**config.mk**
```make
export PLATFORM = sky130hd
export DESIGN_NAME = gyro_heading_integrator
export DESIGN_NICKNAME = d
export VERILOG_FILES = /design/src/hdl/ghi_pkg.sv /design/src/hdl/ghi_sequencer.sv /design/src/hdl/ghi_datapath.sv /design/src/hdl/gyro_heading_integrator.sv
export SDC_FILE = /design/constraint.sdc
export NUM_CORES = 2
export LEC_CHECK = 0
export ABC_AREA = 1
export BUFFER_PORTS_ARGS = -buffer_cell sky130_fd_sc_hd__buf_2
export CAP_MARGIN = 30
export CORE_UTILIZATION = 58
export DETAILED_ROUTE_END_ITERATION = 16
export PLACE_DENSITY = 0.73
export SYNTH_ARGS = -nofsm -noshare
export SYNTH_HDL_FRONTEND = slang
export SYNTH_HIERARCHICAL = 1
export SYNTH_SLANG_ARGS = --single-unit
```
**constraint.sdc**
```tcl
create_clock -name clk -period 10.6 [get_ports clk]
set_input_delay 0.53 -clock clk [delete_from_list [all_inputs] [get_ports clk]]
set_output_delay 0.53 -clock clk [all_outputs]
set_load 0.1 [all_outputs]
```
**src/hdl/ghi_pkg.sv**
```systemverilog
// Shared types, register codes and microcode word layout for the gyro heading integrator.
`default_nettype none

package ghi_pkg;

	localparam int AVG_COUNT_DEF = 10;
	localparam int STEP_W        = 4;

	localparam logic [15:0] DEADBAND_RESET  = 16'd49;
	localparam logic [15:0] RATE_GAIN_RESET = 16'd19084;
	localparam logic [31:0] TICK_GAIN_RESET = 32'd4295;

	typedef logic [STEP_W-1:0] step_t;

	typedef enum logic [1:0] {
		CFG_DEADBAND  = 2'd0,
		CFG_RATE_GAIN = 2'd1,
		CFG_TICK_GAIN = 2'd2
	} cfg_index_t;

	typedef struct packed {
		logic        cmd;
		logic [11:0] sample;
		logic [15:0] elapsed_ticks;
	} item_t;

	typedef struct packed {
		logic signed [31:0] heading;
		logic signed [23:0] rate;
	} result_t;

	typedef struct packed {
		logic [15:0] deadband_sum;
		logic [15:0] rate_gain;
		logic [31:0] tick_gain;
	} cfg_t;

	typedef enum logic [2:0] {
		OP_IDLE,
		OP_NOP,
		OP_DIFF,
		OP_RATE,
		OP_RSUM,
		OP_LOAD_A,
		OP_QUOT,
		OP_HEAD
	} op_t;

	typedef enum logic [1:0] {
		MA_MAG,
		MA_TIME,
		MA_RMAG
	} mul_a_t;

	typedef enum logic [1:0] {
		MB_RGAIN,
		MB_TGAIN,
		MB_SECS_HI,
		MB_SECS_LO
	} mul_b_t;

	typedef enum logic [1:0] {
		COND_NEVER,
		COND_ALWAYS,
		COND_NO_START,
		COND_OUT_BUSY
	} cond_t;

	typedef struct packed {
		op_t    op;
		logic   mul_en;
		mul_a_t mul_a;
		mul_b_t mul_b;
	} dp_ctrl_t;

	typedef struct packed {
		dp_ctrl_t dp;
		cond_t    cond;
		step_t    target;
	} ucode_t;

	typedef struct packed {
		logic start;
		logic out_busy;
	} dp_status_t;

endpackage

`default_nettype wire

```
**src/hdl/ghi_sequencer.sv**
```systemverilog
// Microcode sequencer: step counter, control store and conditional jumps.
`default_nettype none

module ghi_sequencer (
	input  logic                clk,
	input  logic                arst_n,
	input  ghi_pkg::dp_status_t status,
	output ghi_pkg::dp_ctrl_t   ctrl
);
	import ghi_pkg::*;

	localparam step_t STEP_IDLE = step_t'(0);
	localparam step_t STEP_QUOT = step_t'(7);

	function automatic ucode_t ucode(input step_t s);
		ucode_t w;
		w = '{dp: '{op: OP_IDLE, mul_en: 1'b0, mul_a: MA_MAG, mul_b: MB_RGAIN},
			cond: COND_NO_START, target: STEP_IDLE};
		unique case (s)
			step_t'(0): ;
			step_t'(1): begin
				w.dp.op = OP_DIFF;
				w.cond  = COND_NEVER;
			end
			step_t'(2): begin
				w.dp = '{op: OP_NOP, mul_en: 1'b1, mul_a: MA_MAG, mul_b: MB_RGAIN};
				w.cond = COND_NEVER;
			end
			step_t'(3): begin
				w.dp = '{op: OP_RATE, mul_en: 1'b1, mul_a: MA_TIME, mul_b: MB_TGAIN};
				w.cond = COND_NEVER;
			end
			step_t'(4): begin
				w.dp.op = OP_RSUM;
				w.cond  = COND_NEVER;
			end
			step_t'(5): begin
				w.dp = '{op: OP_NOP, mul_en: 1'b1, mul_a: MA_RMAG, mul_b: MB_SECS_HI};
				w.cond = COND_NEVER;
			end
			step_t'(6): begin
				w.dp = '{op: OP_LOAD_A, mul_en: 1'b1, mul_a: MA_RMAG, mul_b: MB_SECS_LO};
				w.cond = COND_NEVER;
			end
			step_t'(7): begin
				// Hold here until the output register can take the result.
				w.dp.op = OP_QUOT;
				w.cond  = COND_OUT_BUSY;
				w.target = STEP_QUOT;
			end
			step_t'(8): begin
				w.dp.op = OP_HEAD;
				w.cond  = COND_ALWAYS;
				w.target = STEP_IDLE;
			end
			default: ;
		endcase
		return w;
	endfunction

	step_t  pc_q;
	ucode_t word;
	logic   take_jump;

	assign word = ucode(pc_q);
	assign ctrl = word.dp;

	always_comb begin
		unique case (word.cond)
			COND_NEVER:    take_jump = 1'b0;
			COND_ALWAYS:   take_jump = 1'b1;
			COND_NO_START: take_jump = !status.start;
			COND_OUT_BUSY: take_jump = status.out_busy;
			default:       take_jump = 1'b1;
		endcase
	end

	always_ff @(posedge clk or negedge arst_n) begin
		if (!arst_n) begin
			pc_q <= STEP_IDLE;
		end else if (take_jump) begin
			pc_q <= word.target;
		end else begin
			pc_q <= pc_q + step_t'(1);
		end
	end

endmodule

`default_nettype wire

```
**src/hdl/ghi_datapath.sv**
```systemverilog
// Datapath: group accumulation, shared 32x32 multiplier, rate and heading arithmetic.
`default_nettype none

module ghi_datapath #(
	parameter int AVG_COUNT = ghi_pkg::AVG_COUNT_DEF
) (
	input  logic                clk,
	input  logic                arst_n,
	input  ghi_pkg::dp_ctrl_t   ctrl,
	input  ghi_pkg::cfg_t       cfg,
	input  logic                item_valid,
	input  ghi_pkg::item_t      item,
	output ghi_pkg::result_t    result,
	output logic                result_valid,
	input  logic                result_stall,
	output ghi_pkg::dp_status_t status
);
	import ghi_pkg::*;

	localparam int CNT_W = $clog2(AVG_COUNT + 1);

	// Architectural state.
	logic [CNT_W-1:0]   cnt_q;
	logic               kind_q;
	logic [15:0]        sum_q;
	logic [15:0]        bias_q;
	logic signed [23:0] prev_q;
	logic signed [31:0] heading_q;
	logic [31:0]        time_q;
	logic               out_valid_q;
	result_t            result_q;

	// Working registers of the microprogram.
	logic [63:0]        prod_q;
	logic [16:0]        mag_q;
	logic               neg_q;
	logic               zero_q;
	logic signed [23:0] rate_q;
	logic [24:0]        rmag_q;
	logic               rneg_q;
	logic [63:0]        secs_q;
	logic [56:0]        a_q;
	logic [40:0]        q_q;

	logic               item_fire;
	logic [32:0]        time_sum;
	logic [31:0]        time_nx;
	logic               restart;
	logic [15:0]        sum_nx;
	logic [CNT_W-1:0]   cnt_inc;
	logic               group_done;

	assign item_fire = item_valid && (ctrl.op == OP_IDLE);
	assign time_sum  = {1'b0, time_q} + {17'd0, item.elapsed_ticks};
	assign time_nx   = time_sum[32] ? 32'hFFFF_FFFF : time_sum[31:0];
	assign restart   = (cnt_q == '0) || (item.cmd != kind_q);
	assign sum_nx    = (restart ? 16'd0 : sum_q) + {4'd0, item.sample};
	assign cnt_inc   = (restart ? '0 : cnt_q) + CNT_W'(1);
	assign group_done = (cnt_inc == CNT_W'(AVG_COUNT));

	assign status = '{start: item_fire && group_done && item.cmd,
		out_busy: out_valid_q && result_stall};

	// Multiplier operands.
	logic [31:0] mul_a;
	logic [31:0] mul_b;

	always_comb begin
		unique case (ctrl.mul_a)
			MA_MAG:  mul_a = {15'd0, mag_q};
			MA_TIME: mul_a = time_q;
			MA_RMAG: mul_a = {7'd0, rmag_q};
			default: mul_a = 32'd0;
		endcase
		unique case (ctrl.mul_b)
			MB_RGAIN:   mul_b = {16'd0, cfg.rate_gain};
			MB_TGAIN:   mul_b = cfg.tick_gain;
			MB_SECS_HI: mul_b = secs_q[63:32];
			MB_SECS_LO: mul_b = secs_q[31:0];
			default:    mul_b = 32'd0;
		endcase
	end

	// Difference against the bias.
	logic [16:0] diff;
	logic [16:0] diff_mag;

	assign diff     = {1'b0, sum_q} - {1'b0, bias_q};
	assign diff_mag = diff[16] ? (17'd0 - diff) : diff;

	// Rate from the scaled magnitude.
	logic [23:0] rate_abs;
	logic [23:0] rate_nx;

	assign rate_abs = {3'd0, prod_q[32:12]};
	assign rate_nx  = zero_q ? 24'd0 : (neg_q ? (24'd0 - rate_abs) : rate_abs);

	// Sum of previous and new rate.
	logic [24:0] rsum;

	assign rsum = {prev_q[23], prev_q} + {rate_q[23], rate_q};

	// Quotient of the 89-bit product by 2^33, built from the two partial products.
	logic [57:0] lo_sum;
	logic [56:0] q_full;
	logic [40:0] q_sat;

	assign lo_sum = {25'd0, a_q[0], 32'd0} + {1'b0, prod_q[56:0]};
	assign q_full = {1'b0, a_q[56:1]} + {32'd0, lo_sum[57:33]};
	assign q_sat  = (q_full > {16'd0, 41'h100_0000_0000}) ? 41'h100_0000_0000 : q_full[40:0];

	// Heading update with saturation to the signed 32-bit range.
	logic [42:0] head_ext;
	logic [42:0] q_ext;
	logic [42:0] head_sum;
	logic [31:0] head_nx;

	assign head_ext = {{11{heading_q[31]}}, heading_q};
	assign q_ext    = {2'd0, q_q};
	assign head_sum = rneg_q ? (head_ext - q_ext) : (head_ext + q_ext);

	always_comb begin
		if (head_sum[42:31] == {12{head_sum[42]}}) begin
			head_nx = head_sum[31:0];
		end else if (head_sum[42]) begin
			head_nx = 32'h8000_0000;
		end else begin
			head_nx = 32'h7FFF_FFFF;
		end
	end

	always_ff @(posedge clk or negedge arst_n) begin
		if (!arst_n) begin
			cnt_q       <= '0;
			kind_q      <= 1'b0;
			sum_q       <= 16'd0;
			bias_q      <= 16'd0;
			prev_q      <= '0;
			heading_q   <= '0;
			time_q      <= 32'd0;
			out_valid_q <= 1'b0;
		end else begin
			if (out_valid_q && !result_stall) begin
				out_valid_q <= 1'b0;
			end
			if (item_fire) begin
				kind_q <= item.cmd;
				sum_q  <= sum_nx;
				cnt_q  <= group_done ? '0 : cnt_inc;
				if (group_done && !item.cmd) begin
					bias_q <= sum_nx;
					time_q <= 32'd0;
				end else begin
					time_q <= time_nx;
				end
			end
			if (ctrl.op == OP_HEAD) begin
				heading_q   <= signed'(head_nx);
				prev_q      <= rate_q;
				time_q      <= 32'd0;
				out_valid_q <= 1'b1;
			end
		end
	end

	always_ff @(posedge clk) begin
		if (ctrl.mul_en) begin
			prod_q <= {32'd0, mul_a} * {32'd0, mul_b};
		end
		unique case (ctrl.op)
			OP_DIFF: begin
				mag_q  <= diff_mag;
				neg_q  <= diff[16];
				zero_q <= diff_mag < {1'b0, cfg.deadband_sum};
			end
			OP_RATE: rate_q <= signed'(rate_nx);
			OP_RSUM: begin
				secs_q <= prod_q;
				rneg_q <= rsum[24];
				rmag_q <= rsum[24] ? (25'd0 - rsum) : rsum;
			end
			OP_LOAD_A: a_q <= prod_q[56:0];
			OP_QUOT:   q_q <= q_sat;
			OP_HEAD:   result_q <= '{heading: signed'(head_nx), rate: rate_q};
			default: ;
		endcase
	end

	assign result       = result_q;
	assign result_valid = out_valid_q;

endmodule

`default_nettype wire

```
**src/hdl/gyro_heading_integrator.sv**
```systemverilog
// Top level of the gyro heading integrator: configuration registers, sequencer and datapath.
// A sample that does not close a measure group is taken at the idle step, and the next
// sample may follow in the next cycle. A sample that closes a measure group starts an
// eight-step microprogram on the shared 32x32 multiplier; no new sample is taken until it is
// back at idle, and its result is registered at the last step, held off by any output stall.
// Reset clears the group, bias, rate, heading and tick state and loads register defaults.
`default_nettype none

module gyro_heading_integrator #(
	parameter int AVG_COUNT = ghi_pkg::AVG_COUNT_DEF
) (
	input  logic             clk,
	input  logic             arst_n,
	input  logic             item_valid,
	output logic             item_stall,
	input  ghi_pkg::item_t   item,
	output logic             result_valid,
	input  logic             result_stall,
	output ghi_pkg::result_t result,
	input  logic             cfg_valid,
	output logic             cfg_ready,
	input  logic [1:0]       cfg_index,
	input  logic [31:0]      cfg_data
);
	import ghi_pkg::*;

	// Configuration registers. The port always takes a beat; writes to an index
	// beyond the register list are dropped. Writes are only expected while idle.
	cfg_t cfg_q;

	assign cfg_ready = 1'b1;

	always_ff @(posedge clk or negedge arst_n) begin
		if (!arst_n) begin
			cfg_q.deadband_sum <= DEADBAND_RESET;
			cfg_q.rate_gain    <= RATE_GAIN_RESET;
			cfg_q.tick_gain    <= TICK_GAIN_RESET;
		end else if (cfg_valid) begin
			unique case (cfg_index)
				CFG_DEADBAND:  cfg_q.deadband_sum <= cfg_data[15:0];
				CFG_RATE_GAIN: cfg_q.rate_gain    <= cfg_data[15:0];
				CFG_TICK_GAIN: cfg_q.tick_gain    <= cfg_data;
				default: ;
			endcase
		end
	end

	// The sequencer steps through the control store; the datapath executes
	// each control word and reports back whether a measure group has closed
	// and whether the output register is still occupied.
	dp_ctrl_t   ctrl;
	dp_status_t status;

	// Samples are taken only while the program sits at its idle step. The
	// output register decouples the result side, so samples keep flowing
	// while a finished result waits to be taken.
	assign item_stall = (ctrl.op != OP_IDLE);

	ghi_sequencer u_seq (
		.clk    (clk),
		.arst_n (arst_n),
		.status (status),
		.ctrl   (ctrl)
	);

	ghi_datapath #(
		.AVG_COUNT (AVG_COUNT)
	) u_dp (
		.clk          (clk),
		.arst_n       (arst_n),
		.ctrl         (ctrl),
		.cfg          (cfg_q),
		.item_valid   (item_valid),
		.item         (item),
		.result       (result),
		.result_valid (result_valid),
		.result_stall (result_stall),
		.status       (status)
	);

endmodule

`default_nettype wire

```
=== Yosys cells after proc, flatten, opt, wreduce, memory -nomap -nowiden ===
Index checks and enable logic that the tools add are counted.

* Flip-flop bits (word level): 539
* Output and inout port bits: 59
* Input bits: 68
* Word-level logic and storage cells: 119

* Add/subtract/negate cells: 13
* Multipliers: 1
* Multiplexer cells: 23
* $lt $le $gt $ge: 2
* Eq/ne operators: 27
* Bitwise gates (word level): 1
* Reduce and logical (&&, ||, !) cells: 26

{| class="wikitable"
|+ Operators by type and width
! cell !! number
|-
| $mux 32 || 6
|-
| $pmux 32 s4 || 1
|-
| $pmux 32 s3 || 1
|-
| $mul 32x32->64 || 1
|-
| $add 33x57->58 || 1
|-
| $add 56x25->57 || 1
|-
| $gt 57x41->1 const B || 1
|-
| $add 32x42->43 || 1
|-
| $mux 43 || 1
|-
| $sub 32x42->43 || 1
|-
| $add 32x16->33 || 1
|-
| $sub 1x25->25 const A || 1
|-
| $mux 24 || 1
|-
| $add 22x22->23 || 1
|-
| $sub 1x21->22 const A || 1
|-
| $mux 21 || 1
|-
| $pmux 3 s7 || 1
|-
| $pmux 5 s4 || 1
|-
| $lt 17x16->1 || 1
|-
| $mux 17 || 1
|-
| $sub 1x17->17 const A || 1
|-
| $sub 16x16->17 || 1
|-
| $add 16x12->16 || 1
|-
| $eq 4x3->1 const B || 4
|-
| 28 further kinds || 61
|}

=== Depth between registers and ports, before layout ===
* Word-level depth: 10
* Depth in mapped cells: 42
* Depth with buffers taken out: 39

=== Hierarchy ===
The synthesis kept the hierarchy.

{| class="wikitable"
|+ Modules (own cells, without submodules)
! module !! sequential area each (um^2) !! area an instance (um^2) !! cells an instance !! instances
|-
| ghi_datapath || 13,523.0 || 63,941.3 || 7,973 || 1
|-
| gyro_heading_integrator || 1,620.3 || 2,658.8 || 290 || 1
|-
| ghi_sequencer || 100.1 || 389.1 || 55 || 1
|}

=== Worst setup path after synthesis ===
No wires, ideal clock.

* Path kind: flip-flop to flip-flop
* Start: register u_seq.pc_q[0]
* End: register u_dp.prod_q[61], data pin
* Slack: 2,249 ps
* Buffers on the path: 3
* Required time: 10,335 ps
* Cell stages (with the launch flop): 36
* Clock period less this slack: 8,351 ps
* Arrival time: 8,086 ps
* Setup time: 265 ps
* Cells stage by stage: dfrtp_1 -> inv_1 -> ha_1 -> nand2_1 -> nand2_1 -> buf_4 -> inv_1 -> nand2_1 -> clkbuf_1 -> nor2_1 -> a221oi_1 -> clkinv_1 -> clkbuf_1 -> nand2_1 -> fa_1 -> fa_1 -> inv_1 -> fa_1 -> fa_1 -> fa_1 -> fa_1 -> fa_1 -> inv_1 -> fa_1 -> inv_1 -> ha_1 -> a21oi_1 -> inv_1 -> a21oi_1 -> a21boi_0 -> nor3_1 -> nor2_1 -> nand3_1 -> a21oi_1 -> o21ai_0 -> xor2_1

{| class="wikitable"
|+ RTL lines
! what !! line !! RTL
|-
| from (decl) || ghi_sequencer.sv:61 || <nowiki>step_t pc_q;</nowiki>
|-
| from (signal assigned) || ghi_sequencer.sv:82 || <nowiki>pc_q <= word.target;</nowiki>
|-
| from (signal assigned) || ghi_sequencer.sv:84 || <nowiki>pc_q <= pc_q + step_t'(1);</nowiki>
|-
| to (signal assigned) || ghi_datapath.sv:168 || <nowiki>prod_q <= {32'd0, mul_a} * {32'd0, mul_b};</nowiki>
|-
| to (decl) || ghi_datapath.sv:34 || <nowiki>logic [63:0] prod_q;</nowiki>
|}

==> impl_results.md <==
- Simple-gate share of the synthesized area: approximately a fifth
- Synthesized cell area: 67000 µm²
- Final setup violating endpoints: 0
- Combinational family with the most area after synthesis: adder cells
- Internal power: approximately 5.8 mW
- Post-Synthesis Cells: 8318
- Setup Fix Bufs, Post-CTS: 0
- GR Util met3: approximately a tenth
- Root Buffer: clkbuf_16
- Top cell by count, worst path: fa_1
- Worst path max stage delay: about 0.65 ns
- Gate power share: between 50% and 60%
- Unrepaired setup endpoints after global routing: false
- Worst-path clk slew: roughly 0.07 ns
- Fin util: roughly 63%
- Crit path arrival time: between 10 and 15 ns
- Fmax: 97.8 MHz
- GRT overflow: 0
- Crit path required time: between 10 and 15 ns
- Worst Max-Slew Pin Slew: 1.06 ns
- Clock tree buffer depth: 3
- Worst hold path class: input pin to flop
- Largest net degree at the start of global routing: 81
- First-pass GRT wire length: around 340000 µm
- Wirelength per Cell: 22.7 µm
- Post-Synth Adder-Cell Area: between 30% and 40%
- Top FF cell, synth: edfxtp_1
- Net Sw Frac: between 40% and 50%
- Row cnt: approximately 120
- Max VDD drop: 0.309 mV
- DRT Pass-1 Iters: 7
- Antenna viol nets, final: 0
- Proportion of power drawn by the clock network: a little under a fifth
- Htree depth: 2
- GRT Total Usage: around 39%
- PortBufs: approximately 130
- CP max stage cell: nor2_2
- Layout cells sized above 1: around 7.0%
- Die width: between 300 and 400 µm
- Drt total wl: about 230000 µm
- Initial Util: between 50 and 60%
- Leakage: around 38 nW
- Yosys reg bits: approximately 540
- Design Area, Final: approximately 70000 µm²
- Placed wire-length estimate: ~180000 µm
- Initial DRC Count: around 5500
- Kind of cell adding the most delay to the critical path: adder cells
- Startpoint types: flop
- Most frequent cells in the layout: nand2_1, inv_1, fa_1, nor2_1, ha_1
- CTS resizes: 0
- CTS sink cnt: around 540
- Vias: ~57000
- Complex-gate fraction of the synthesized area: 6.19%
- XOR/XNOR Fraction of Synth Area: around 3.4%
- Nets: approximately 10000
- Die height: ~340 µm
- Sequential share of power: between 20% and 30%
- Placer Congestion: slightly above 1
- Fraction of synthesized area in multiplexers: 0%
- Avg Cell Area, Syn: 8.05 µm²
- Slew headroom: approximately 30%
- Num ports: about 130
- Cell Area, Placed: 69900 µm²
- Crit path max fanout: 18
- GR peak layer: met2
- Fin crit period: around 10 ns
- Sw Pwr: around 5.1 mW
- Met1 usage: between 50% and 60%
- Final worst-path cycle share: between 90 and 100%
- Endpoints failing hold: 0
- Worst Path Buf+Inv: 10
- Most common cell after layout, fill and taps aside: nand2_1
- Vias in the first global route: around 57000
- Pwr dens: 151 nW/µm²
- Via/cell ratio: between 5 and 6
- Max Cap Viol: 0
- Sequential fraction of the synthesis area: 22.8%
- Yosys warnings: 6
- Slew Viols, Final: 0
- Die area: between 100000 and 150000 µm²
- Kind of critical path: flop to flop
- Met2 usage: approximately 60%
- DR DRC count: 0
- Crit. End Element: flop
- P&R area growth vs syn: 7.17%
- Status: finished clean
- Initial antenna violation count: 7
- Yosys cell types: 64
- CTS tree: yes
- Setup_tns: 0 ns
- Total CTS buffers: 55
- Setup Skew: around 0.024 ns
- Number of enable flip-flop cells after synthesis: approximately 350
- Core area: 114000 µm²
- Worst skew pair latency: about 0.65 ns
- Fraction of registers with async set/reset: between 30% and 40%
power groups by stage:
stage               Combinational [mW]  Clock, mW  Sequential (mW)
floorplan                         3.99          0             2.63
global placement                  5.95          0             2.68
detailed placement                5.94          0             2.68
CTS                               5.99       2.06             2.64
global route                      6.75       2.14             2.65
finish                            6.19       2.04             2.64
Yosys cell counts (all sizes together), types with 3 or more instances:
cell type / count / share of area (%)
dfrtp: 177 / 6.6
xor2: 167 / 2.2
and3: 3 / 0.028
o221ai: 3 / 0.039
a211oi: 7 / 0.078
inv: 1788 / 10
o21bai: 14 / 0.16
o22ai: 10 / 0.093
nor3b: 4 / 0.045
a31oi: 37 / 0.35
a31o: 5 / 0.065
dfstp: 15 / 0.59
nor2: 799 / 4.6
a21o: 11 / 0.12
buf: 65 / 0.63
nand4: 130 / 1.2
ha: 422 / 7.9
nor4: 24 / 0.25
nand2: 2101 / 12
a221oi: 28 / 0.38
clkinv: 19 / 0.11
nand3: 232 / 1.8
nand3b: 23 / 0.26
fa: 902 / 27
a21oi: 308 / 2.6
o21ai: 242 / 1.8
and2: 4 / 0.037
xnor2: 93 / 1.2
clkbuf: 195 / 1.1
or2: 11 / 0.10
nor3: 83 / 0.64
a21boi: 12 / 0.14
edfxtp: 347 / 16
o31ai: 5 / 0.056
o21a: 14 / 0.16
o211ai: 6 / 0.067
state kept, by name, summed over array words and instances, names as in the netlist, 17 cells and up:
| register | count |
|---|---|
| cfg_q | 64 |
| u_dp/a_q | 57 |
| u_dp/heading_q | 32 |
| u_dp/mag_q | 17 |
| u_dp/prev_q | 22 |
| u_dp/prod_q | 64 |
| u_dp/q_q | 41 |
| u_dp/rate_q | 22 |
| u_dp/result | 54 |
| u_dp/rmag_q | 25 |
| u_dp/secs_q | 64 |
| u_dp/time_q | 32 |
worst paths after layout:
path	from	endpoint	slack [ns]	depth (start not counted)
setup / recovery	u_seq/pc_q[2]$_DFF_PN0_	u_dp/prod_q[56]$_DFFE_PP_	0.38	35
hold / removal	result_stall	u_dp/result_valid$_DFFE_PN0P_	0.12	3
setup reg to reg	u_seq/pc_q[2]$_DFF_PN0_	u_dp/prod_q[56]$_DFFE_PP_	0.38	35
hold reg to reg	u_dp/prod_q[61]$_DFFE_PP_	u_dp/secs_q[61]$_DFFE_PN_	0.43	0
max in group asynchronous	arst_n	u_dp/bias_q[8]$_DFFE_PN0P_	8.79	3
min in group asynchronous	arst_n	u_dp/heading_q[16]$_DFFE_PN0P_	0.43	2
per-layer routing:
layer	vias to the layer above	wire length, µm
li1	25500	-
met1	27600	91300
met2	2928	97900
met3	525	26100
met4	12	10700
met5	-	78
timing repair:
item | in CTS | in global routing
hold endpoints to repair | 48 | 0
endpoints found under the setup margin | 0 | 0
hold buffers | 1 | 0
cells by family after synthesis:
logic type,after synthesis
simple gates,3415
buf+inv,2067
fa+ha+maj,1324
compound gates,711
flops,539
xor+xnor,260
other cells,2
per-stage QoR:
stage / power (mW) / hold slack (ns) / setup slack (ns) / cells
after CTS: 10.7 / 0.0979 / 0.526 / 9952
after global placement: 8.62 / 0.410 / 0.461 / 9842
final: 10.9 / 0.120 / 0.380 / 9957
after global routing: 11.5 / 0.131 / 0.0472 / 9954
after detailed placement: 8.62 / 0.418 / 0.559 / 9847
after floorplan: 6.61 / 0.234 / 2.25 / 8319
tightest hold or removal path: cells and delay by family:
kind	cells	cell delay, ns
buf+inv	1	0.07
simple gates	2	0.12
cell type report:
class,count,area (µm²)
multi-input cells,5713,44000
clock inverters,30,319
clock buffers,74,1530
fillers,10200,42600
flip-flops and latches,539,15200
repair buffers,279,2010
well taps,1512,1890
inverters,1807,6780
diodes,3,7.51
(Power assumes the default switching activity.)
